`src/bspl_pkg.sv`:
```
// ----------------------------------------------------------------------------
// B-spline basis evaluator package
// Shared constants, codes and the sequencer state type of the evaluator.
// ----------------------------------------------------------------------------
package bspl_pkg;

  // Defaults for the top-level parameters.
  localparam int unsigned KNOT_COUNT_DEF = 32;
  localparam int unsigned MAX_DEGREE_DEF = 3;
  localparam int unsigned KNOT_BITS_DEF  = 10;

  // Fixed field widths.
  localparam int unsigned T_W     = 10;
  localparam int unsigned BASIS_W = 20;

  // Intermediate basis values are kept signed and clamped to +-2^40.
  localparam int unsigned VAL_W = 42;

  localparam longint ONE_Q16   = 64'sd65536;
  localparam longint BASIS_MAX = 64'sd524288;
  localparam longint WIDE_LIM  = 64'sd1 << 40;

  // Item modes.
  localparam logic MODE_WRITE = 1'b0;
  localparam logic MODE_EVAL  = 1'b1;

  typedef enum logic [3:0] {
    S_IDLE,
    S_INIT_RD,
    S_INIT_CMP,
    S_TERM_RD,
    S_TERM_MUL,
    S_DIV_PREP,
    S_DIV,
    S_ACC,
    S_STORE,
    S_OUT
  } bspl_state_e;

endpackage

```
`src/bspline_basis_eval.sv`:
```
// ----------------------------------------------------------------------------
// B-spline basis evaluator
// Cox-de Boor recursion over a stored knot vector, one shared divider.
// ----------------------------------------------------------------------------
// A write item stores one knot and produces no result. An evaluate item
// builds the basis triangle bottom-up: the degree-zero row first, then
// d(d+1) terms for degree d, each through the divider save a term over a
// zero span, which skips it, with a store after each finished value, and
// last the result is issued; an index error goes straight to the result.
// The restoring divider retires two quotient bits per cycle and is shared
// by every term. The block takes no new item while an evaluation runs, but
// a finished result may wait in the output register while the next item
// is accepted.
module bspline_basis_eval
  import bspl_pkg::*;
#(
  parameter int unsigned KNOT_COUNT = KNOT_COUNT_DEF,
  parameter int unsigned MAX_DEGREE = MAX_DEGREE_DEF,
  parameter int unsigned KNOT_BITS  = KNOT_BITS_DEF
) (
  input  logic         clk_i,
  input  logic         rst_ni,
  input  logic         in_valid_i,
  output logic         in_ready_o,
  input  logic         mode_i,
  input  logic [4:0]   knot_index_i,
  input  logic [9:0]   knot_value_i,
  input  logic [1:0]   degree_i,
  input  logic [4:0]   point_index_i,
  input  logic [9:0]   param_value_i,
  output logic         out_valid_o,
  input  logic         out_ready_i,
  output logic [19:0]  basis_value_o,
  output logic         index_error_o
);

  localparam int unsigned AW        = $clog2(KNOT_COUNT);
  localparam int unsigned SLOTS     = MAX_DEGREE + 1;
  localparam int unsigned DEG_W     = $clog2(SLOTS);
  localparam int unsigned NUM_W     = ((KNOT_BITS > T_W) ? KNOT_BITS : T_W) + 1;
  localparam int unsigned SPAN_W    = KNOT_BITS + 1;
  localparam int unsigned PROD_W    = VAL_W + NUM_W;
  localparam int unsigned DIV_STEPS = PROD_W / 2;
  localparam int unsigned QW        = 2 * DIV_STEPS;
  localparam int unsigned CNT_W     = $clog2(DIV_STEPS);
  localparam int unsigned ACC_W     = QW + 2;

  localparam logic signed [VAL_W-1:0] VAL_ONE = VAL_W'(ONE_Q16);
  localparam logic signed [ACC_W-1:0] ACC_LIM = ACC_W'(WIDE_LIM);
  localparam logic signed [VAL_W-1:0] VAL_LIM = VAL_W'(WIDE_LIM);

  bspl_state_e state_q, state_d;

  // Knot store with per-entry valid bits; an entry never written reads zero.
  logic [KNOT_BITS-1:0]  knot_mem [KNOT_COUNT];
  logic [KNOT_COUNT-1:0] knot_vld_q;
  logic [KNOT_BITS-1:0]  knot_lo_q, knot_hi_q;
  logic                  lo_vld_q, hi_vld_q;
  logic [AW-1:0]         rd_lo_addr, rd_hi_addr, wr_addr;
  logic [KNOT_BITS-1:0]  wr_data;
  logic                  knot_we;
  logic [KNOT_BITS-1:0]  knot_lo, knot_hi;

  // Sequencer and item registers.
  logic [DEG_W-1:0] j_q, lvl_q, deg_q, last_j, deg_in, child_idx;
  logic             lower_q;
  logic [CNT_W-1:0] cnt_q;
  logic [AW-1:0]    p_q;
  logic [T_W-1:0]   t_q;
  logic             err_q;
  logic             idx_bad, eval_go, out_load;

  logic signed [VAL_W-1:0] slot_q [SLOTS];

  // Term datapath.
  logic signed [NUM_W-1:0]  lo_n, hi_n, t_n, num;
  logic signed [SPAN_W-1:0] span;
  logic [KNOT_BITS-1:0]     den;
  logic signed [VAL_W-1:0]  child;
  logic signed [PROD_W-1:0] prod_w, prod_q, prod_mag;
  logic [KNOT_BITS-1:0]     den_q;
  logic                     span_neg_q, zero_q, neg_q;

  // Divider and accumulator.
  logic [QW-1:0]            quo_q, quo_nx;
  logic [KNOT_BITS-1:0]     rem_q, rem_nx;
  logic [KNOT_BITS:0]       trial;
  logic signed [ACC_W-1:0]  acc_q, acc_base, quo_ext;
  logic signed [VAL_W-1:0]  acc_clamped;

  logic                     out_valid_q;
  logic [BASIS_W-1:0]       basis_q;
  logic                     index_err_q;

  // --------------------------------------------------------------------------
  // Item decode
  // --------------------------------------------------------------------------
  always_comb begin
    deg_in  = (32'(degree_i) > MAX_DEGREE) ? DEG_W'(MAX_DEGREE) : DEG_W'(degree_i);
    idx_bad = (32'(point_index_i) + 32'(deg_in) + 32'd1) >= KNOT_COUNT;
    wr_addr = AW'(knot_index_i);
    wr_data = KNOT_BITS'(knot_value_i);
    last_j  = deg_q - lvl_q;
  end

  // --------------------------------------------------------------------------
  // Next state
  // --------------------------------------------------------------------------
  always_comb begin
    state_d = state_q;
    unique case (state_q)
      S_IDLE: begin
        if (in_valid_i && mode_i == MODE_EVAL) begin
          state_d = idx_bad ? S_OUT : S_INIT_RD;
        end
      end
      S_INIT_RD:  state_d = S_INIT_CMP;
      S_INIT_CMP: begin
        if (j_q == deg_q) begin
          state_d = (deg_q == '0) ? S_OUT : S_TERM_RD;
        end else begin
          state_d = S_INIT_RD;
        end
      end
      S_TERM_RD:  state_d = S_TERM_MUL;
      S_TERM_MUL: state_d = S_DIV_PREP;
      S_DIV_PREP: state_d = zero_q ? S_ACC : S_DIV;
      S_DIV: begin
        if (cnt_q == CNT_W'(DIV_STEPS - 1)) state_d = S_ACC;
      end
      S_ACC:      state_d = lower_q ? S_STORE : S_TERM_RD;
      S_STORE: begin
        state_d = (j_q == last_j && lvl_q == deg_q) ? S_OUT : S_TERM_RD;
      end
      S_OUT: begin
        if (!out_valid_q || out_ready_i) state_d = S_IDLE;
      end
      default:    state_d = S_IDLE;
    endcase
  end

  // --------------------------------------------------------------------------
  // Control outputs
  // --------------------------------------------------------------------------
  always_comb begin
    in_ready_o = (state_q == S_IDLE);
    eval_go    = (state_q == S_IDLE) && in_valid_i && (mode_i == MODE_EVAL);
    knot_we    = (state_q == S_IDLE) && in_valid_i && (mode_i == MODE_WRITE) &&
                 (32'(knot_index_i) < KNOT_COUNT);
    out_load   = (state_q == S_OUT) && (!out_valid_q || out_ready_i);
    // The upper term of B(k, p+j) spans knots p+j+1 .. p+j+k+1, the lower
    // one p+j .. p+j+k; the degree-zero row compares knots p+j and p+j+1.
    if (state_q == S_INIT_RD) begin
      rd_lo_addr = AW'(32'(p_q) + 32'(j_q));
      rd_hi_addr = AW'(32'(p_q) + 32'(j_q) + 32'd1);
    end else begin
      rd_lo_addr = AW'(32'(p_q) + 32'(j_q) + (lower_q ? 32'd0 : 32'd1));
      rd_hi_addr = AW'(32'(p_q) + 32'(j_q) + (lower_q ? 32'd0 : 32'd1) + 32'(lvl_q));
    end
    child_idx  = lower_q ? j_q : DEG_W'({1'b0, j_q} + 1'b1);
  end

  // --------------------------------------------------------------------------
  // Knot store
  // --------------------------------------------------------------------------
  always_ff @(posedge clk_i) begin
    if (knot_we) knot_mem[wr_addr] <= wr_data;
    knot_lo_q <= knot_mem[rd_lo_addr];
    knot_hi_q <= knot_mem[rd_hi_addr];
  end

  always_ff @(posedge clk_i or negedge rst_ni) begin
    if (!rst_ni) begin
      knot_vld_q <= '0;
      lo_vld_q   <= 1'b0;
      hi_vld_q   <= 1'b0;
    end else begin
      if (knot_we) knot_vld_q[wr_addr] <= 1'b1;
      lo_vld_q <= knot_vld_q[rd_lo_addr];
      hi_vld_q <= knot_vld_q[rd_hi_addr];
    end
  end

  assign knot_lo = lo_vld_q ? knot_lo_q : '0;
  assign knot_hi = hi_vld_q ? knot_hi_q : '0;

  // --------------------------------------------------------------------------
  // Term arithmetic
  // --------------------------------------------------------------------------
  always_comb begin
    lo_n   = $signed({{(NUM_W - KNOT_BITS){1'b0}}, knot_lo});
    hi_n   = $signed({{(NUM_W - KNOT_BITS){1'b0}}, knot_hi});
    t_n    = $signed({{(NUM_W - T_W){1'b0}}, t_q});
    span   = $signed({1'b0, knot_hi}) - $signed({1'b0, knot_lo});
    den    = span[SPAN_W-1] ? KNOT_BITS'(-span) : KNOT_BITS'(span);
    num    = lower_q ? (t_n - lo_n) : (hi_n - t_n);
    child  = slot_q[child_idx];
    prod_w = PROD_W'(num) * PROD_W'(child);
    prod_mag = prod_q[PROD_W-1] ? -prod_q : prod_q;
  end

  // Restoring division on magnitudes, two quotient bits per cycle.
  always_comb begin
    rem_nx = rem_q;
    quo_nx = quo_q;
    trial  = '0;
    for (int i = 0; i < 2; i++) begin
      trial  = {rem_nx, quo_nx[QW-1]};
      quo_nx = {quo_nx[QW-2:0], 1'b0};
      if (trial >= {1'b0, den_q}) begin
        trial     = trial - {1'b0, den_q};
        quo_nx[0] = 1'b1;
      end
      rem_nx = trial[KNOT_BITS-1:0];
    end
  end

  always_comb begin
    acc_base = lower_q ? acc_q : '0;
    quo_ext  = $signed({2'b00, quo_q});
    if (acc_q > ACC_LIM) begin
      acc_clamped = VAL_LIM;
    end else if (acc_q < -ACC_LIM) begin
      acc_clamped = -VAL_LIM;
    end else begin
      acc_clamped = VAL_W'(acc_q);
    end
  end

  // --------------------------------------------------------------------------
  // Control registers
  // --------------------------------------------------------------------------
  always_ff @(posedge clk_i or negedge rst_ni) begin
    if (!rst_ni) begin
      state_q     <= S_IDLE;
      out_valid_q <= 1'b0;
      j_q         <= '0;
      lvl_q       <= '0;
      lower_q     <= 1'b0;
      cnt_q       <= '0;
    end else begin
      state_q <= state_d;
      if (out_load) begin
        out_valid_q <= 1'b1;
      end else if (out_ready_i) begin
        out_valid_q <= 1'b0;
      end
      unique case (state_q)
        S_IDLE: begin
          if (eval_go) begin
            j_q     <= '0;
            lvl_q   <= '0;
            lower_q <= 1'b0;
          end
        end
        S_INIT_CMP: begin
          if (j_q == deg_q) begin
            j_q   <= '0;
            lvl_q <= DEG_W'(1);
          end else begin
            j_q <= j_q + 1'b1;
          end
        end
        S_DIV_PREP: cnt_q <= '0;
        S_DIV:      cnt_q <= cnt_q + 1'b1;
        S_ACC: begin
          if (!lower_q) lower_q <= 1'b1;
        end
        S_STORE: begin
          lower_q <= 1'b0;
          if (j_q == last_j) begin
            j_q   <= '0;
            lvl_q <= lvl_q + 1'b1;
          end else begin
            j_q <= j_q + 1'b1;
          end
        end
        default: begin
        end
      endcase
    end
  end

  // --------------------------------------------------------------------------
  // Datapath registers
  // --------------------------------------------------------------------------
  always_ff @(posedge clk_i) begin
    case (state_q)
      S_IDLE: begin
        if (eval_go) begin
          p_q   <= AW'(point_index_i);
          deg_q <= deg_in;
          t_q   <= param_value_i;
          err_q <= idx_bad;
        end
      end
      S_INIT_CMP: begin
        // Both ends of the degree-zero interval are closed.
        slot_q[j_q] <= (lo_n <= t_n && t_n <= hi_n) ? VAL_ONE : '0;
      end
      S_TERM_MUL: begin
        prod_q     <= prod_w;
        den_q      <= den;
        span_neg_q <= span[SPAN_W-1];
        zero_q     <= (span == '0);
      end
      S_DIV_PREP: begin
        quo_q <= zero_q ? '0 : QW'(prod_mag);
        rem_q <= '0;
        neg_q <= prod_q[PROD_W-1] ^ span_neg_q;
      end
      S_DIV: begin
        quo_q <= quo_nx;
        rem_q <= rem_nx;
      end
      S_ACC: begin
        acc_q <= neg_q ? (acc_base - quo_ext) : (acc_base + quo_ext);
      end
      S_STORE: begin
        slot_q[j_q] <= acc_clamped;
      end
      S_OUT: begin
        if (out_load) begin
          index_err_q <= err_q;
          if (err_q || slot_q[0] < 0) begin
            basis_q <= '0;
          end else if (slot_q[0] > VAL_W'(BASIS_MAX)) begin
            basis_q <= BASIS_W'(BASIS_MAX);
          end else begin
            basis_q <= BASIS_W'(slot_q[0]);
          end
        end
      end
      default: begin
      end
    endcase
  end

  assign out_valid_o   = out_valid_q;
  assign basis_value_o = basis_q;
  assign index_error_o = index_err_q;

endmodule

```
`config.mk`:
```
export PLATFORM = sky130hd
export DESIGN_NAME = bspline_basis_eval
export DESIGN_NICKNAME = d
export VERILOG_FILES = /design/src/bspl_pkg.sv /design/src/bspline_basis_eval.sv
export SDC_FILE = /design/constraint.sdc
export NUM_CORES = 2
export LEC_CHECK = 0
export BUFFER_PORTS_ARGS = -buffer_cell sky130_fd_sc_hd__buf_2
export CAP_MARGIN = 25
export CORE_MARGIN = 4
export CORE_UTILIZATION = 40
export DETAILED_ROUTE_END_ITERATION = 10
export GPL_ROUTABILITY_DRIVEN = 0
export HOLD_SLACK_MARGIN = 0.15
export SKIP_CTS_REPAIR_TIMING = 1
export SYNTH_ARGS = -nofsm -noshare
export SYNTH_HDL_FRONTEND = slang
export SYNTH_SLANG_ARGS = --single-unit
```
`constraint.sdc`:
```
create_clock -name clk_i -period 8.8 [get_ports clk_i]
set_input_delay 0.44 -clock clk_i [delete_from_list [all_inputs] [get_ports clk_i]]
set_output_delay 0.44 -clock clk_i [all_outputs]
set_load 0.005 [all_outputs]
```
==> impl_results.md <==
- Status: completed
- TritonCTS clock tree: built
- Gr usage total: 21.15%
- Area Growth Syn to Fin: 12.34%
- Port buffer count: 59
- Site row count: 137
- Reg clk slew, reported paths: 70 ps
- Critical path peak fanout: 7
- Number of synthesized register bits: 778
- Fin. max-slew vios: 0
- Worst Skew: 56.43 ps
- EDFF count, synth: 709
- HP Class: in2reg
- Commonest cells after routing, fill and taps aside: edfxtp_1 (709), inv_1 (517), nand2_1 (494), nor2_1 (429), fa_1 (402)
- DR pass1 iterations: 6
- Synth warn: 0
- Clk Latency, worst-skew pair: 730 ps
- Nets: 5737
- # H-tree levels: 3
- Detailed Route WL: 153600 microns
- Fin crit period: 8497 ps
- FMAX: 117.7 MHz
- Fraction of registers with async set/reset: 6.298%
- First-pass GRT wire length: 238500 microns
- Relative slew slack: 30.52%
- Antenna violations before repair: 2
- Die Wd: 382.2 microns
- Clk Tree Root Cell: clkbuf_16
- Syn Inst Count: 4956
- Clk buf depth: 3
- Synth cell types: 81
- Critical Path Max Stage Delay: 630 ps
- Clk sinks: 778
- Vias in the first global route: 39460
- Post-route ant nets: 0
- Max stage delay cell, worst path: or4b_2
- WL per Instance: 21.86 microns
- CTS Buf Count: 91
- Post-Syn Area: 0.05601 sq mm
- Initial DRC Count: 3071
- Util after Layout: 45.15%
- Die Y: 382.2 microns
- Detailed placer's ending HPWL: 114300 microns
- Final Cycle Share: 96.56%
- Measured slew at the worst slew-check pin: 1042 ps
- Post-route cell area: 0.06292 sq mm
- Core Box Area: 0.1394 sq mm
- CP endpoint kind: register
- RSZ-0062 raised after global routing: yes
- Via Count: 38530
- Placed Area: 0.05948 sq mm
- Most common cell after layout, fill and taps aside: edfxtp_1
- Setup TNS: 0 ps
- Average cell area after synthesis: 11.30 sq um
- Crit path launch type: register
- Register area share after synthesis: 40.91%
- Final Setup Violations: 0
- WS Path Type: reg2reg
- Most common cell on crit path: fa_1
- Number of I/O pins: 60
- Hold WS: 169.6 ps
- Commonest register cell after synthesis: edfxtp_1
- Share of cells above drive strength 1: 13.64%
- Total grt overflow: 0
- Starting density of the core: 40.19%
- Hold Fails Final Rpt: 0
- Die Area: 0.1461 sq mm
- Via density: 5.484
- Max-cap viol count: 0
- Largest net degree at the start of global routing: 89
- DRC violations left: 0
- Mapped Nets: 5624
- Worst path arrival time: 8980 ps
- Worst EP required: 9280 ps
-- Yosys cell counts, types with 49 or more instances --
cell | number | share of area (%)
nor2_1 | 446 | 3.0
fa_1 | 404 | 14
and2_1 | 139 | 1.6
a21oi_1 | 207 | 1.8
o21ai_0 | 148 | 1.3
o21a_1 | 51 | 0.68
xnor2_1 | 156 | 2.4
nand3_1 | 85 | 0.76
mux2i_1 | 81 | 1.4
nor2b_1 | 82 | 0.92
inv_1 | 518 | 3.5
nand2_1 | 495 | 3.3
edfxtp_1 | 709 | 38
xor2_1 | 107 | 1.7
clkbuf_1 | 174 | 1.2
ha_1 | 227 | 5.1
mux4_2 | 192 | 7.7
dfrtp_1 | 49 | 2.2
a21o_1 | 61 | 0.82
nand2b_1 | 50 | 0.56
-- path summary, 6_finish.rpt --
check	slack [ps]	endpoint	from	cells past startpoint
max in group asynchronous	7780	out_valid_o	rst_ni	3
worst min register to register	490	knot_vld_q[9]	knot_vld_q[9]	1
min in group asynchronous	390	lo_vld_q	rst_ni	3
worst max-delay path	300	prod_q[45]	lo_vld_q	32
worst max register to register	300	prod_q[45]	lo_vld_q	32
worst min-delay path	170	lower_q	in_valid_i	4
-- metrics by stage --
stage	cells	setup WS [ps]
2_1_floorplan	4956	370.2
3_3_place_gp	6828	67.99
3_5_place_dp	6830	50.54
4_1_cts	7001	14.74
5_1_grt	7023	-52.63
6_report	7025	302.9
-- flip-flops by register name, indices dropped and copies added, names as in the netlist, 2 cells and up --
name           count
j_q                2
slot_q           168
knot_lo_q         10
t_q               10
basis_value_o     20
rem_q             10
state_q            4
acc_q             54
prod_q            53
knot_mem         320
lvl_q              2
deg_q              2
quo_q             52
knot_vld_q        32
p_q                5
knot_hi_q         10
den_q             10
cnt_q              5
-- cells by family after synthesis --
kind of cell    after synthesis  share of synthesized area [%]
mux                         289                          9.489
fa+ha+maj                   633                          19.55
flops                       778                          40.91
compound gates              727                          8.127
simple gates               1531                          12.82
xor+xnor                    263                          4.112
buf+inv                     735                          4.986
-- area by class of cell --
class / instances / area (sq um)
antenna: 2 / 5.005
timing repair buffer: 237 / 1861
inverter: 518 / 1944
clock inverter: 58 / 680.7
tap: 1876 / 2347
fill: 12830 / 76440
sequential: 778 / 22920
clock buffer: 113 / 2401
multi-input combinational: 3443 / 30760
-- critical path, delay by kind of cell, from the launching register on --
kind	cells	cell delay, ps
compound gates	11	2130
xor+xnor	1	60
fa+ha+maj	7	3230
buf+inv	4	440
flops	1	410
simple gates	9	1960
-- per-layer routing --
metal | GRT usage, % | wire (microns)
met5 | 0 | 0
met4 | 8.392 | 6907
met3 | 2.700 | 8021
met2 | 36.27 | 76490
met1 | 27.29 | 62170
Power is not shown: default switching activity piles up to over one toggle a cycle in this logic, so the estimate is an artifact.
